**src/tlmc_pkg.sv**
```systemverilog
// tlmc_pkg: shared types and constants of the two-layer mlp classifier
// no dependencies; imported by tlmc_seq, tlmc_mac and the top level

package tlmc_pkg;

   localparam int VALUE_W    = 16;
   localparam int INDEX_W    = 9;
   localparam int PROD_W     = 32;
   localparam int ACC_W      = 40;
   localparam int LOGIT_W    = 32;
   localparam int CLASS_W    = 4;
   localparam int NEURON_W   = 5;
   localparam int FRAC_BITS  = 12;
   localparam int ROUND_HALF = 2048;
   localparam int HIDDEN_MAX = 32767;

   localparam logic signed [VALUE_W-1:0] BIAS_SCALE = 16'sd4096;

   localparam logic ACTION_PARAM   = 1'b0;
   localparam logic ACTION_FEATURE = 1'b1;

   localparam logic LAYER_HIDDEN = 1'b0;
   localparam logic LAYER_OUTPUT = 1'b1;

   typedef enum logic [4:0] {
      ST_IDLE   = 5'b00001,
      ST_LAYER1 = 5'b00010,
      ST_DRAIN  = 5'b00100,
      ST_LAYER2 = 5'b01000,
      ST_FINISH = 5'b10000
   } tlmc_state_type;

   typedef struct packed {
      logic                valid;
      logic                layer;
      logic                bias;
      logic                w_zero;
      logic                last_term;
      logic                last_neuron;
      logic [NEURON_W-1:0] neuron;
   } tlmc_issue_type;

endpackage

```
**src/tlmc_seq.sv**
```systemverilog
// tlmc_seq: sequencer that walks neurons and terms of both layers
// depends on tlmc_pkg; drives the memory read addresses and the mac pipeline tag

module tlmc_seq
   import tlmc_pkg::*;
#(
   parameter int N_INPUTS = 26,
   parameter int N_HIDDEN = 10,
   parameter int N_CLASSES = 10,
   parameter int PARAM_DEPTH = 512,
   parameter int PARAM_AW = (PARAM_DEPTH > 1) ? $clog2(PARAM_DEPTH) : 1,
   parameter int TERM_W = $clog2(((N_INPUTS > N_HIDDEN) ? N_INPUTS : N_HIDDEN) + 1)
) (
   input  logic                clock,
   input  logic                reset,
   input  logic                launch,
   input  logic                done,
   output logic                busy,
   output tlmc_issue_type      issue,
   output logic [PARAM_AW-1:0] param_addr,
   output logic [TERM_W-1:0]   oper_idx
);

   localparam int B1_BASE = N_HIDDEN * N_INPUTS;
   localparam int W2_BASE = B1_BASE + N_HIDDEN;
   localparam int B2_BASE = W2_BASE + N_CLASSES * N_HIDDEN;
   localparam int LAYOUT_END = B2_BASE + N_CLASSES;
   localparam int ADDR_SPAN = (LAYOUT_END > PARAM_DEPTH) ? LAYOUT_END : PARAM_DEPTH;
   localparam int ADDR_W = $clog2(ADDR_SPAN + 1);
   localparam int DRAIN_LAST = 2;

   tlmc_state_type      state_ff, state_in;
   logic [TERM_W-1:0]   term_ff, term_in;
   logic [NEURON_W-1:0] neuron_ff, neuron_in;
   logic [1:0]          drain_ff, drain_in;

   logic                issuing;
   logic                is_bias;
   logic                term_end;
   logic                neuron_end;
   logic [TERM_W-1:0]   j_idx;
   logic [ADDR_W-1:0]   full_addr;

   always_ff @(posedge clock) begin
      if (reset) begin
         state_ff  <= ST_IDLE;
         term_ff   <= '0;
         neuron_ff <= '0;
         drain_ff  <= '0;
      end else begin
         state_ff  <= state_in;
         term_ff   <= term_in;
         neuron_ff <= neuron_in;
         drain_ff  <= drain_in;
      end
   end

   always_comb begin
      issuing    = (state_ff == ST_LAYER1) || (state_ff == ST_LAYER2);
      is_bias    = (term_ff == '0);
      j_idx      = term_ff - TERM_W'(1);
      if (state_ff == ST_LAYER2) begin
         term_end   = (term_ff == TERM_W'(N_HIDDEN));
         neuron_end = (neuron_ff == NEURON_W'(N_CLASSES - 1));
         if (is_bias) begin
            full_addr = ADDR_W'(B2_BASE) + ADDR_W'(neuron_ff);
         end else begin
            full_addr = ADDR_W'(W2_BASE) + ADDR_W'(neuron_ff) * ADDR_W'(N_HIDDEN)
                        + ADDR_W'(j_idx);
         end
      end else begin
         term_end   = (term_ff == TERM_W'(N_INPUTS));
         neuron_end = (neuron_ff == NEURON_W'(N_HIDDEN - 1));
         if (is_bias) begin
            full_addr = ADDR_W'(B1_BASE) + ADDR_W'(neuron_ff);
         end else begin
            full_addr = ADDR_W'(neuron_ff) * ADDR_W'(N_INPUTS) + ADDR_W'(j_idx);
         end
      end
   end

   always_comb begin
      state_in  = state_ff;
      term_in   = term_ff;
      neuron_in = neuron_ff;
      drain_in  = drain_ff;
      case (state_ff)
         ST_IDLE: begin
            term_in   = '0;
            neuron_in = '0;
            if (launch) begin
               state_in = ST_LAYER1;
            end
         end
         ST_LAYER1, ST_LAYER2: begin
            if (term_end) begin
               term_in = '0;
               if (neuron_end) begin
                  neuron_in = '0;
                  drain_in  = '0;
                  state_in  = (state_ff == ST_LAYER1) ? ST_DRAIN : ST_FINISH;
               end else begin
                  neuron_in = neuron_ff + NEURON_W'(1);
               end
            end else begin
               term_in = term_ff + TERM_W'(1);
            end
         end
         ST_DRAIN: begin
            drain_in = drain_ff + 2'd1;
            if (drain_ff == 2'(DRAIN_LAST)) begin
               state_in = ST_LAYER2;
            end
         end
         ST_FINISH: begin
            if (done) begin
               state_in = ST_IDLE;
            end
         end
         default: begin
            state_in = ST_IDLE;
         end
      endcase
   end

   always_comb begin
      issue.valid       = issuing;
      issue.layer       = (state_ff == ST_LAYER2) ? LAYER_OUTPUT : LAYER_HIDDEN;
      issue.bias        = is_bias;
      issue.w_zero      = !(32'(full_addr) < PARAM_DEPTH);
      issue.last_term   = term_end;
      issue.last_neuron = neuron_end;
      issue.neuron      = neuron_ff;
   end

   assign param_addr = PARAM_AW'(full_addr);
   assign oper_idx   = j_idx;
   assign busy       = (state_ff != ST_IDLE);

endmodule

```
**config.mk**
```make
export PLATFORM = sky130hd
export DESIGN_NAME = tlmc_seq
export DESIGN_NICKNAME = d
export VERILOG_FILES = /design/src/tlmc_pkg.sv /design/src/tlmc_seq.sv
export SDC_FILE = /design/constraint.sdc
export NUM_CORES = 1
export LEC_CHECK = 0
export ABC_AREA = 0
export BUFFER_PORTS_ARGS = -buffer_cell sky130_fd_sc_hd__clkbuf_2
export CAP_MARGIN = 25
export CORE_ASPECT_RATIO = 0.5
export CORE_MARGIN = 2
export CORE_UTILIZATION = 30
export CTS_CLUSTER_DIAMETER = 60
export CTS_CLUSTER_SIZE = 14
export DETAILED_ROUTE_END_ITERATION = 7
export PLACE_DENSITY = 0.55
export SYNTH_ARGS = -nofsm -noshare
export SYNTH_HDL_FRONTEND = slang
export SYNTH_SLANG_ARGS = --single-unit
```
**constraint.sdc**
```tcl
create_clock -name clock -period 3.8 [get_ports clock]
set_clock_uncertainty 0.15 [all_clocks]
set_input_delay 0.57 -clock clock [delete_from_list [all_inputs] [get_ports clock]]
set_output_delay 0.57 -clock clock [all_outputs]
set_load 0.005 [all_outputs]
```
Word-level counts from Yosys, hierarchy flattened --
Cells that the tools add are included.
Word-level totals: flip-flop bits (word level) 17, input bits 4, output and inout bits 26, word-level logic and storage cells 60
Cells by class: $add $sub $neg 9, $mul 2, $lt $le $gt $ge 1, eq/ne operators 15, mux-type cells 20, reductions and logical operators 9
Operator list (count):
- two-way mux 5 bit | 9
- two-way mux 10 bit | 3
- adder 10 x 5 -> 10 bit | 2
- adder 9 x 5 -> 10 bit, first input constant | 2
- one-hot mux 5 bit (2 select lines) | 2
- one-hot mux 5 bit (4 select lines) | 1
- == test 5 x 4 -> 1 bit, second input constant | 3
- adder 5 x 1 -> 5 bit, second input constant | 2
- adder 9 x 9 -> 10 bit, first input constant | 1
- == test 5 bit, second input constant | 2
- < comparator 10 bit, second input constant | 1
- != test 2 bit, second input constant | 5
- multiplier 5 x 4 -> 9 bit, second input constant | 1
- multiplier 5 x 3 -> 8 bit, second input constant | 1
- == test 5 x 1 -> 1 bit, second input constant | 1
- == test 5 x 2 -> 1 bit, second input constant | 1
- == test 5 x 3 -> 1 bit, second input constant | 1
- logical NOT 5 bit | 1
- != test 5 x 1 -> 1 bit, second input constant | 1
- AND reduction 5 bit | 1
- subtractor 5 x 1 -> 5 bit, second input constant | 1
- two-way mux 2 bit | 2
- one-hot mux 2 bit (2 select lines) | 1
- nonzero test 2 bit | 2
- other kinds (8) | 9

Depth between registers and ports, before layout --
depth after elaboration 7, mapped depth 14, gate-level depth less buffers 14

Worst setup path after synthesis --
OpenSTA, ideal clock, no wires.
path kind register -> output, start register neuron_ff[1], end output issue[7] in the netlist's numbering, arrival time 3334 ps, data required time 3080 ps, path slack -254 ps, stages on the path, launching flop included 12, path buffers 0, cells stage by stage dfxtp_1 inv_1 ha_1 inv_1 ha_1 ha_1 fa_1 a211oi_1 o22ai_1 or4b_2 xnor3_1 a211oi_1
RTL lines:
- start, declared | line tlmc_seq.sv:34 | logic [NEURON_W-1:0] neuron_ff, neuron_in;
- start signal, assigned | line tlmc_seq.sv:53 | neuron_ff <= neuron_in;
- end, declared | line tlmc_seq.sv:19 | output tlmc_issue_type issue,

==> results.sh <==
export IMPL_top_post_synthesis_cells_by_area="sky130_fd_sc_hd__ha_1 22%, sky130_fd_sc_hd__dfxtp_1 14%, sky130_fd_sc_hd__a21oi_1 4.6%"
export IMPL_flip_flop_and_latch_count_after_synthesis=17
export IMPL_post_synth_num_cell_types=57
export IMPL_clk_sinks=17
export IMPL_max_cap_violations=0
export IMPL_place_worst_setup_slack_ps=-119
export IMPL_critPathLaunchType="flip-flop"
export IMPL_ys_warnings_count=0
export IMPL_floorplan_rows=23
export IMPL_placed_instances=454
export IMPL_synthMostInstantiatedCell="sky130_fd_sc_hd__ha_1"
export IMPL_worstMarginPinSlew_ps=1060
export IMPL_worst_supply_voltage_drop_on_vdd_uv=148
export IMPL_die_h_um=67.3
export IMPL_power_density_nw_per_um2=239
export IMPL_grt_max_degree=19
export IMPL_critPathMaxFanout=3
export IMPL_power_leakage_nw=1.41
export IMPL_diodes=0
export IMPL_num_io_pins=30
export IMPL_run_status="complete, but fails checks"
export IMPL_port_buffers=29
export IMPL_tritoncts_num_buffers=3
export IMPL_htree_num_levels=1
export IMPL_detailedRoute_firstPassIterationCount=4
export IMPL_cts_reportedPaths_clkPinSlew_ps=50
export IMPL_hpwlAfterDp_mm=5.29
export IMPL_cts_tree="built"
export IMPL_layout_drive_gt1_share=0.328
export IMPL_via_count_of_the_routed_design=2359
export IMPL_syn_area_per_cell_um2=7.96
export IMPL_initial_cell_density_of_the_core=0.305
export IMPL_grt_first_pass_wirelength_mm=11.2
export IMPL_timing_critical_path_to_type="primary output"
export IMPL_postSynthNetCount=353
export IMPL_detail_route_drc_violations=0
export IMPL_synthDominantCellAreaShare=0.224
export IMPL_post_route_min_period_ps=3960
export IMPL_cts_buffer_depth=2
export IMPL_drt_initial_drc_count=114
export IMPL_fmax_mhz=252
export IMPL_utilization=0.408
export IMPL_grt_use_total=0.160
export IMPL_ant_nets=0
export IMPL_grt_overflow_total=0
export IMPL_report_final_setup_viol=1
export IMPL_period_share=1.04
export IMPL_worst_r2r_cell_count=6
export IMPL_nets=403
export IMPL_min_delay_path_class="reg2reg"
export IMPL_fin_cells=463
export IMPL_grt_antenna_before_repair=0
export IMPL_wl_per_cell_um=15.0
export IMPL_cts_root_buf="sky130_fd_sc_hd__clkbuf_16"
export IMPL_violations="negative setup slack"
export IMPL_worst_slew_margin_rel=0.292
export IMPL_syn_area_um2=2400
export IMPL_fin_setup_tns_ps=-164
export IMPL_design_die_area_um2=8790
export IMPL_drt_vias_per_instance=5.10
export IMPL_synthDominantAreaCellType="sky130_fd_sc_hd__ha_1"
export IMPL_coreArea_um2=7890
export IMPL_chipWidth_um=131
export IMPL_rsz0062_at_grt="yes"
export IMPL_syn_inst=302
export IMPL_seq_area_frac_synth=0.142
export IMPL_most_numerous_cell_types_in_the_synthesized_netlist="43 x sky130_fd_sc_hd__ha_1, 26 x sky130_fd_sc_hd__inv_1, 22 x sky130_fd_sc_hd__a21oi_1, 18 x sky130_fd_sc_hd__nor2_1, 17 x sky130_fd_sc_hd__dfxtp_1"
export IMPL_final_max_slew_violation_count=0
export IMPL_async_set_reset_flop_share_out_of_synthesis=0
export IMPL_clock_latency_ps=250
export IMPL_hold_path_cell_count=2
export IMPL_worstSetupPathType="reg2out"
export IMPL_area_added_between_synthesis_and_finish_pct=33.8
export IMPL_synth_flop_cell="sky130_fd_sc_hd__dfxtp_1"
export IMPL_wl_mm=6.92
export IMPL_cp_required_ps=3080
export IMPL_layout_setup_ws_ps=-164
export IMPL_first_global_vias=2405
export IMPL_synth_enable_flop_cells=0
export IMPL_routabilityCongestion=0.842
export IMPL_timing_critical_path_arrival_ps=3240
export IMPL_finalHoldViolations=0
==> per-stage QoR <==
stage	area (um2)	total power, mW	hold WS [ps]
finish	3220	0.770	336
global route	3220	0.819	353
CTS	3060	0.748	331
detailed placement	2840	0.528	324
global placement	2840	0.517	314
floorplan	2430	0.442	302
==> kinds of logic after synthesis <==
family | count (synthesis) | synth area share
AO/OA/AOI/OAI | 87 | 0.242
XOR/XNOR | 20 | 0.0848
adder cells (fa/ha/maj) | 47 | 0.257
buffers and inverters | 47 | 0.0843
flip-flops | 17 | 0.142
AND/OR/NAND/NOR | 84 | 0.190
==> state kept, by name (all words and copies together) (netlist names) <==
| signal | flops |
|---|---|
| drain_ff | 2 |
| neuron_ff | 5 |
| term_ff | 5 |
| state_ff | 5 |
==> power breakdown <==
part           switching (mW)  internal (mW)
sequential             0.0294          0.190
combinational           0.196          0.138
clock                  0.0739          0.143
total                   0.299          0.471
==> layout make-up <==
type | count | area (um2)
clock buffers | 4 | 78.8
fillers | 807 | 4670
inverters | 29 | 121
multi-input cells | 238 | 2110
flip-flops and latches | 17 | 358
well taps | 112 | 140
repair buffers | 63 | 412
==> layout by cell type (no fill, tap or decap), drive strengths merged, types with 11 or more instances in the layout <==
cell	n
xnor2	12
a21oi	22
dfxtp	17
inv	27
nand3	12
nand2	15
buf	35
o21ai	16
ha	43
nor2	18
clkbuf	32
a211oi	11
==> critical path: stages (launching register included) <==
cell,delay [ps]
sky130_fd_sc_hd__dfxtp_4,380
sky130_fd_sc_hd__inv_4,50
sky130_fd_sc_hd__ha_4,260
sky130_fd_sc_hd__inv_4,40
sky130_fd_sc_hd__ha_4,230
sky130_fd_sc_hd__ha_4,160
sky130_fd_sc_hd__fa_2,430
sky130_fd_sc_hd__a211oi_4,240
sky130_fd_sc_hd__o22ai_1,100
sky130_fd_sc_hd__or4b_4,550
sky130_fd_sc_hd__xnor3_1,200
sky130_fd_sc_hd__a211oi_2,180
sky130_fd_sc_hd__buf_2,150
==> final timing paths <==
kind | startpoint | to | slack [ps]
max | neuron_ff[1] | issue[7] | -160
min | drain_ff[0] | drain_ff[0] | 340
max reg2reg | state_ff[1] | neuron_ff[1] | 1230
min reg2reg | drain_ff[0] | drain_ff[0] | 340
==> per-layer routing <==
metal	global-route usage	vias up	share of wire
li1	-	1201	-
met1	0.190	1125	0.46
met2	0.319	28	0.51
met3	0.00872	5	0.018
met4	0.0439	0	0.0079
met5	0	-	0
==> timing repair <==
| action | 4_1_cts | 5_1_grt |
|---|---|---|
| resized for setup | 24 | 27 |
| setup endpoints to repair | 3 | 5 |
| hold buffers | 0 | 0 |
| pin swaps | 12 | 8 |
| setup buffers | 3 | 2 |
No activity file was read; power rests on OpenSTA's default activity.
