<file path="src/tlmc_pkg.sv">
// tlmc_pkg: shared types and constants of the two-layer mlp classifier
// no dependencies; imported by tlmc_seq, tlmc_mac and the top level

package tlmc_pkg;

   localparam int VALUE_W    = 16;
   localparam int INDEX_W    = 9;
   localparam int PROD_W     = 32;
   localparam int ACC_W      = 40;
   localparam int LOGIT_W    = 32;
   localparam int CLASS_W    = 4;
   localparam int NEURON_W   = 5;
   localparam int FRAC_BITS  = 12;
   localparam int ROUND_HALF = 2048;
   localparam int HIDDEN_MAX = 32767;

   localparam logic signed [VALUE_W-1:0] BIAS_SCALE = 16'sd4096;

   localparam logic ACTION_PARAM   = 1'b0;
   localparam logic ACTION_FEATURE = 1'b1;

   localparam logic LAYER_HIDDEN = 1'b0;
   localparam logic LAYER_OUTPUT = 1'b1;

   typedef enum logic [4:0] {
      ST_IDLE   = 5'b00001,
      ST_LAYER1 = 5'b00010,
      ST_DRAIN  = 5'b00100,
      ST_LAYER2 = 5'b01000,
      ST_FINISH = 5'b10000
   } tlmc_state_type;

   typedef struct packed {
      logic                valid;
      logic                layer;
      logic                bias;
      logic                w_zero;
      logic                last_term;
      logic                last_neuron;
      logic [NEURON_W-1:0] neuron;
   } tlmc_issue_type;

endpackage

</file>
<file path="src/tlmc_mac.sv">
// tlmc_mac: shared multiply-accumulate pipeline, rounding, relu and argmax
// depends on tlmc_pkg; fed by tlmc_seq tags and the memory read data

module tlmc_mac
   import tlmc_pkg::*;
#(
   parameter int N_HIDDEN = 10,
   parameter int HID_AW = (N_HIDDEN > 1) ? $clog2(N_HIDDEN) : 1
) (
   input  logic                       clock,
   input  logic                       reset,
   input  tlmc_issue_type             issue,
   input  logic [VALUE_W-1:0]         param_data,
   input  logic [VALUE_W-1:0]         feat_data,
   input  logic [VALUE_W-1:0]         hid_data,
   output logic                       hid_wr_en,
   output logic [HID_AW-1:0]          hid_wr_addr,
   output logic [VALUE_W-1:0]         hid_wr_data,
   output logic                       done,
   output logic                       rsp_valid,
   output logic [CLASS_W-1:0]         rsp_class_index,
   output logic signed [LOGIT_W-1:0]  rsp_best_logit
);

   localparam int Q_W = ACC_W - FRAC_BITS;
   localparam logic signed [Q_W-1:0] HID_MAX_Q = Q_W'(HIDDEN_MAX);

   tlmc_issue_type tag1_ff, tag2_ff, tag3_ff;

   logic signed [PROD_W-1:0]  prod_ff, prod_in;
   logic signed [ACC_W-1:0]   acc_ff, acc_in;
   logic [NEURON_W-1:0]       best_idx_ff, best_idx_in;
   logic signed [LOGIT_W-1:0] best_val_ff, best_val_in;
   logic                      rsp_valid_ff;
   logic [CLASS_W-1:0]        rsp_class_ff;
   logic signed [LOGIT_W-1:0] rsp_logit_ff;

   logic signed [VALUE_W-1:0] w_op;
   logic signed [VALUE_W-1:0] x_op;
   logic signed [ACC_W-1:0]   acc_round;
   logic signed [Q_W-1:0]     q_val;
   logic signed [LOGIT_W-1:0] logit;
   logic                      finish;
   logic                      take_best;

   always_ff @(posedge clock) begin
      if (reset) begin
         tag1_ff      <= '0;
         tag2_ff      <= '0;
         tag3_ff      <= '0;
         rsp_valid_ff <= 1'b0;
      end else begin
         tag1_ff      <= issue;
         tag2_ff      <= tag1_ff;
         tag3_ff      <= tag2_ff;
         rsp_valid_ff <= done;
      end
   end

   always_ff @(posedge clock) begin
      prod_ff     <= prod_in;
      acc_ff      <= acc_in;
      best_idx_ff <= best_idx_in;
      best_val_ff <= best_val_in;
      if (done) begin
         rsp_class_ff <= CLASS_W'(best_idx_in);
         rsp_logit_ff <= best_val_in;
      end
   end

   // operand select and product
   always_comb begin
      w_op = tag1_ff.w_zero ? '0 : $signed(param_data);
      if (tag1_ff.bias) begin
         x_op = BIAS_SCALE;
      end else if (tag1_ff.layer == LAYER_OUTPUT) begin
         x_op = $signed(hid_data);
      end else begin
         x_op = $signed(feat_data);
      end
      prod_in = w_op * x_op;
   end

   // accumulate, bias term restarts the sum
   always_comb begin
      if (tag2_ff.bias) begin
         acc_in = ACC_W'(prod_ff);
      end else begin
         acc_in = acc_ff + ACC_W'(prod_ff);
      end
   end

   // round half up, relu and saturate, argmax
   always_comb begin
      acc_round = acc_ff + ACC_W'(ROUND_HALF);
      q_val     = acc_round[ACC_W-1:FRAC_BITS];
      logit     = LOGIT_W'(q_val);
      finish    = tag3_ff.valid && tag3_ff.last_term;

      hid_wr_en   = finish && (tag3_ff.layer == LAYER_HIDDEN);
      hid_wr_addr = HID_AW'(tag3_ff.neuron);
      if (q_val < 0) begin
         hid_wr_data = '0;
      end else if (q_val > HID_MAX_Q) begin
         hid_wr_data = VALUE_W'(HIDDEN_MAX);
      end else begin
         hid_wr_data = q_val[VALUE_W-1:0];
      end

      take_best   = (tag3_ff.neuron == '0) || (logit > best_val_ff);
      best_idx_in = best_idx_ff;
      best_val_in = best_val_ff;
      if (finish && (tag3_ff.layer == LAYER_OUTPUT) && take_best) begin
         best_idx_in = tag3_ff.neuron;
         best_val_in = logit;
      end
      done = finish && (tag3_ff.layer == LAYER_OUTPUT) && tag3_ff.last_neuron;
   end

   assign rsp_valid       = rsp_valid_ff;
   assign rsp_class_index = rsp_class_ff;
   assign rsp_best_logit  = rsp_logit_ff;

endmodule

</file>
<file path="config.mk">
export PLATFORM = sky130hd
export DESIGN_NAME = tlmc_mac
export DESIGN_NICKNAME = d
export VERILOG_FILES = /design/src/tlmc_pkg.sv /design/src/tlmc_mac.sv
export SDC_FILE = /design/constraint.sdc
export NUM_CORES = 1
export LEC_CHECK = 0
export ABC_AREA = 0
export BUFFER_PORTS_ARGS = -buffer_cell sky130_fd_sc_hd__buf_4
export CAP_MARGIN = 40
export CORE_UTILIZATION = 65
export DETAILED_ROUTE_END_ITERATION = 7
export GPL_ROUTABILITY_DRIVEN = 0
export PLACE_DENSITY = 0.87
export SLEW_MARGIN = 20
export SYNTH_ARGS = -nofsm -noshare
export SYNTH_HDL_FRONTEND = slang
export SYNTH_SLANG_ARGS = --single-unit
</file>
<file path="constraint.sdc">
create_clock -name clock -period 14.1 [get_ports clock]
set_input_delay 2.82 -clock clock [delete_from_list [all_inputs] [get_ports clock]]
set_output_delay 2.82 -clock clock [all_outputs]
set_load 0.01 [all_outputs]
</file>
After elaboration in Yosys (flattened, before gate mapping)
Index checks and enable logic that the tools add are counted.
Widths: inputs -> output; s select.
Storage, ports and cells
  register bits: 175
  logic and storage cells: 47
  input bits: 61
  output and inout bits: 59
Operators by class
  bitwise logic cells: 1
  multiply operators: 1
  $lt $le $gt $ge: 3
  reduce and logical (&&, ||, !) cells: 7
  mux-type cells: 8
  add/subtract/negate cells: 2
Operator list (number)
  $mux 16: 5
  $add 40x13->40 const B: 1
  $add 40x32->40: 1
  $mux 40: 1
  $gt 28x32->1: 1
  $mul 16x16->32: 1
  $mux 32: 1
  $gt 28x16->1 const B: 1
  $lt 28x1->1 const B: 1
  $logic_and 1x1->1: 5
  $logic_not 5->1: 1
  $mux 4: 1
  $logic_or 1x1->1: 1
  $not 1->1: 1

Logic depth before layout (Yosys ltp)
  depth in word-level cells: 5
  gate-level depth with buffers: 28
  mapped depth without buffers: 25

Worst setup path after synthesis
Ideal clock, no wire load.
  kind: input -> register
  start point: input port hid_data[5]
  end point: register prod_ff[29]
  library setup time: 0.135 ns
  slack: 5.246 ns
  buffers on the path: 2
  stages: 24
  data required time: 13.965 ns
  data arrival time: 8.719 ns
  cells stage by stage: mux2i_1 -> or2_2 -> clkbuf_1 -> clkbuf_1 -> nor2_1 -> fa_1 -> inv_1 -> fa_1 -> fa_1 -> inv_1 -> fa_1 -> fa_1 -> inv_1 -> fa_1 -> inv_1 -> ha_1 -> o21ai_0 -> a221oi_1 -> o21ai_0 -> o211ai_1 -> a31oi_1 -> o21ai_0 -> mux2i_1 -> o2111ai_1
On the way
  word-level cells in the longest chain between the ends: 3
Ends and longest elaborated chain
  start: declaration: RTL line tlmc_mac.sv:15  | input logic [VALUE_W-1:0] hid_data,
  $mux 16: RTL line tlmc_mac.sv:76  | end else if (tag1_ff.layer == LAYER_OUTPUT) begin
  $mux 16: RTL line tlmc_mac.sv:74  | if (tag1_ff.bias) begin
  $mul 16x16->32: RTL line tlmc_mac.sv:81  | prod_in = w_op * x_op;
  via prod_in[29]: RTL line tlmc_mac.sv:30  | logic signed [PROD_W-1:0] prod_ff, prod_in;
  end signal: assignment: RTL line tlmc_mac.sv:61  | prod_ff <= prod_in;
  end: declaration: RTL line tlmc_mac.sv:30
The timed path passes the listed nets, and every way through them passes these cells.
A chain may end at the register's enable or synchronous reset.

Worst setup path in the final report
  start point: input port hid_data[9]
  end point: register prod_ff[29]
The elaborated chain is that of the path after synthesis.

==> insert_results.sql <==
INSERT INTO impl_metrics (metric_group, metric, value, unit) VALUES
('routing', 'detail_route.wl_per_cell', '17.16', 'µm'),
('synth', 'synth_seq_cells', '175', ''),
('outcome', 'run_status', 'completed', ''),
('final_layout', 'num_antenna_cells', '0', ''),
('timing', 'finalWorstPathRequiredPeriod', '9.385', 'ns'),
('synth', 'synth_async_sr_flop_share', '0', '%'),
('clock_network', 'post_cts_buffers', '0', ''),
('grt', 'overall_global_routing_usage', '31.12', '%'),
('synth', 'synth_fp_nets', '2573', ''),
('grt', 'global_route.overflow_total', '0', ''),
('timing', 'worst_clock_skew_on_the_final_layout', '0.009244', 'ns'),
('timing', 'fin_hold_ws', '0.4389', 'ns'),
('setup_path', 'timing.critical_path.depth', '24', ''),
('floorplanning', 'placement_rows', '62', ''),
('place', 'port_buffers', '118', ''),
('synth', 'synth_ff_type', 'sky130_fd_sc_hd__dfxtp_1', ''),
('timing', 'timing_hold_violations_final', '0', ''),
('floorplanning', 'top_level_ports', '120', ''),
('final_layout', 'filler_cells_inserted', '1962', ''),
('synth', 'synth.avg_cell_area', '9.010', 'µm²'),
('final_layout', 'layout-area-overhead-vs-synth', '9.366', '%'),
('grt', 'antenna_violations_before_repair', '0', ''),
('setup_path', 'r2r_cells', '24', ''),
('floorplanning', 'vertical_die_dimension', '172.4', 'µm'),
('final_layout', 'stdcell_area', '20640', 'µm²'),
('final_layout', 'layout-drive-gt1-share', '10.10', '%'),
('synth', 'yosys_warnings', '0', ''),
('synth', 'synth.area.top_cells', 'sky130_fd_sc_hd__fa_1 (28%), sky130_fd_sc_hd__dfxtp_1 (15%), sky130_fd_sc_hd__ha_1 (10%), sky130_fd_sc_hd__inv_1 (7.9%), sky130_fd_sc_hd__edfxtp_1 (5.7%)', ''),
('job', 'max_cap_viol_count', '0', ''),
('setup_path', 'slowest_delay', '0.69', 'ns'),
('timing', 'final_number_of_max_transition_violations', '0', ''),
('clock_network', 'cts_hold_buf', '0', ''),
('setup_path', 'timing.critical_path.cells', 'buf_4 -> mux2i_1 -> nor2_1 -> nand2_1 -> fa_1 -> inv_1 -> fa_1 -> inv_1 -> fa_1 -> inv_1 -> fa_1 -> fa_1 -> inv_1 -> fa_1 -> inv_1 -> ha_1 -> a21oi_1 -> a221oi_1 -> o21ai_0 -> o211ai_1 -> a31oi_1 -> o21ai_0 -> mux2i_1 -> o2111ai_1', ''),
('timing', 'report.final.setup_viol', '0', ''),
('place', 'post-dp-hpwl', '35330', 'µm'),
('routing', 'detail_route.iter0.violations', '1109', ''),
('routing', 'detail_route.drc_violations', '0', ''),
('clock_network', 'cts.clk_slew.worst_paths', '0.07', 'ns'),
('worst_hold_path', 'hold_path.class', 'flop to flop', ''),
('setup_path', 'critical_path.startpoint', 'hid_data[9]', ''),
('timing', 'fin_crit_sh', '66.56', '%'),
('setup_path', 'cp_num_buf_inv', '6', ''),
('routing', 'count_of_antenna_violating_nets_left_after_detailed_routing', '0', ''),
('grt', 'largest_net_degree_at_the_start_of_global_routing', '79', ''),
('setup_path', 'critical-path-top-delay-family', 'adder cells', ''),
('floorplanning', 'die_area', '29730', 'µm²'),
('setup_path', 'regToRegStartpoint', 'tag1_ff[9]$_SDFF_PP0_', ''),
('routing', 'detail_route.wirelength', '43970', 'µm'),
('timing', 'max_fclk', '106.6', 'MHz'),
('setup_path', 'worst-endpoint-arrival', '9.69', 'ns'),
('setup_path', 'critPathSlowestCell', 'sky130_fd_sc_hd__nor2_1', ''),
('clock_network', 'cts_made_buffers', '17', ''),
('floorplanning', 'initial_cell_density_of_the_core', '65.94', '%'),
('grt', 'first_global_vias', '15270', ''),
('timing', 'setup_total_negative_slack', '0', 'ns'),
('setup_path', 'cp_endpoint_kind', 'flop', ''),
('timing', 'tightestPinTransition', '0.9844', 'ns'),
('setup_path', 'startpoint_type', 'input pin', ''),
('final_layout', 'nets', '2644', ''),
('synth', 'synth-edff-count', '36', ''),
('timing', 'timing.max_slew.rel_slack', '34.13', '%'),
('clock_network', 'clockBufferDepth', '2', ''),
('place', 'placed_cell_area', '20000', 'µm²'),
('floorplanning', 'core-area', '28630', 'µm²'),
('synth', 'yosys.area.top_type', 'sky130_fd_sc_hd__fa_1', ''),
('synth', 'yosysTopAreaCellShare', '27.89', '%'),
('synth', 'synth.cell_area', '18880', 'µm²'),
('synth', 'synth_cell_types', '69', ''),
('synth', 'synth.yosys.seq_area_share', '20.47', '%'),
('clock_network', 'cts_htree_levels', '4', ''),
('worst_hold_path', 'min_delay_path_depth', '1', '');
## stage by stage
step | std cells | worst slack (ns) | utilization (%)
floorplan | 2095 | 5.246 | -
global placement | 2526 | 4.623 | 69.85
detailed placement | 2526 | 4.387 | 69.85
CTS | 2558 | 4.822 | 71.96
global route | 2563 | 4.391 | 72.12
finish | 2563 | 4.715 | 72.12
## cell usage after synthesis, drive strengths merged, types with 15 or more instances
cell type	count
a21o	39
a21oi	85
buf	24
clkbuf	55
dfxtp	139
edfxtp	36
fa	263
ha	154
inv	396
mux2	23
mux2i	35
nand2	190
nand2b	23
nand3	32
nand4	18
nor2	190
nor2b	55
nor3	32
o21ai	62
or2	15
xnor2	61
xor2	34
## state kept, by name, indices dropped and copies added (netlist names)
signal and flops:
acc_ff 40, best_val_ff 32, prod_ff 32, rsp_best_logit 32, tag1_ff 11, tag2_ff 10
tag3_ff 5, best_idx_ff 4, hid_wr_addr 4, rsp_class_index 4, rsp_valid 1
## area by class of cell
cell class,instances,area (µm²),share of cell area (%)
sequential,175,3865,18.72
timing repair buffer,131,991.0,4.800
inverter,396,1486,7.200
multi-input combinational,1445,13220,64.03
clock buffer,19,432.9,2.097
clock inverter,13,170.2,0.8243
tap,384,480.5,2.327
## final timing paths
check / endpoint / slack (ns)
min: tag2_ff[2]$_SDFF_PP0_ / 0.44
max: prod_ff[29]$_DFF_P_ / 4.72
min reg2reg: tag2_ff[2]$_SDFF_PP0_ / 0.44
max reg2reg: prod_ff[29]$_DFF_P_ / 6.41
## cell usage in the layout (no fill, tap or decap), drive strengths merged, types with 32 or more instances in the layout
cell type and n:
nor3 32, xnor2 61, ha 154, nand2 190, inv 403, fa 263, a21oi 85, o21ai 62
mux2i 35, buf 130, nor2 190, a21o 39, edfxtp 36, nand3 32, nor2b 55, dfxtp 139
xor2 34
## cell families after synthesis
| family | Yosys count | synth area share [%] |
|---|---|---|
| muxes | 58 | 3.228 |
| other | 1 | 0.01987 |
| AOI/OAI and AO/OA | 268 | 9.055 |
| xor gates and xnor gates | 95 | 4.408 |
| and+or+nand+nor | 606 | 15.07 |
| buffers and inverters | 475 | 9.645 |
| DFF | 175 | 20.47 |
| adders and majority gates | 417 | 38.10 |
## metal layers
metal	track usage, %	vias to the layer above	part of all wire, %
li1	-	6784	-
met1	36.01	6958	38
met2	53.96	717	48
met3	5.447	184	8.5
met4	18.66	0	5.7
met5	0	-	0
## worst reg2reg max path: cells and delay by family, from the launching register on
| family | cells | cell delay (ns) |
|---|---|---|
| adder cells (fa/ha/maj) | 7 | 3.54 |
| buffers and inverters | 6 | 0.63 |
| AO/OA/AOI/OAI | 7 | 1.76 |
| AND/OR/NAND/NOR | 2 | 0.88 |
| flip-flops | 1 | 0.32 |
| multiplexers | 2 | 0.47 |
Power is not shown: default switching activity piles up to over one toggle a cycle in this logic, so the estimate is an artifact.
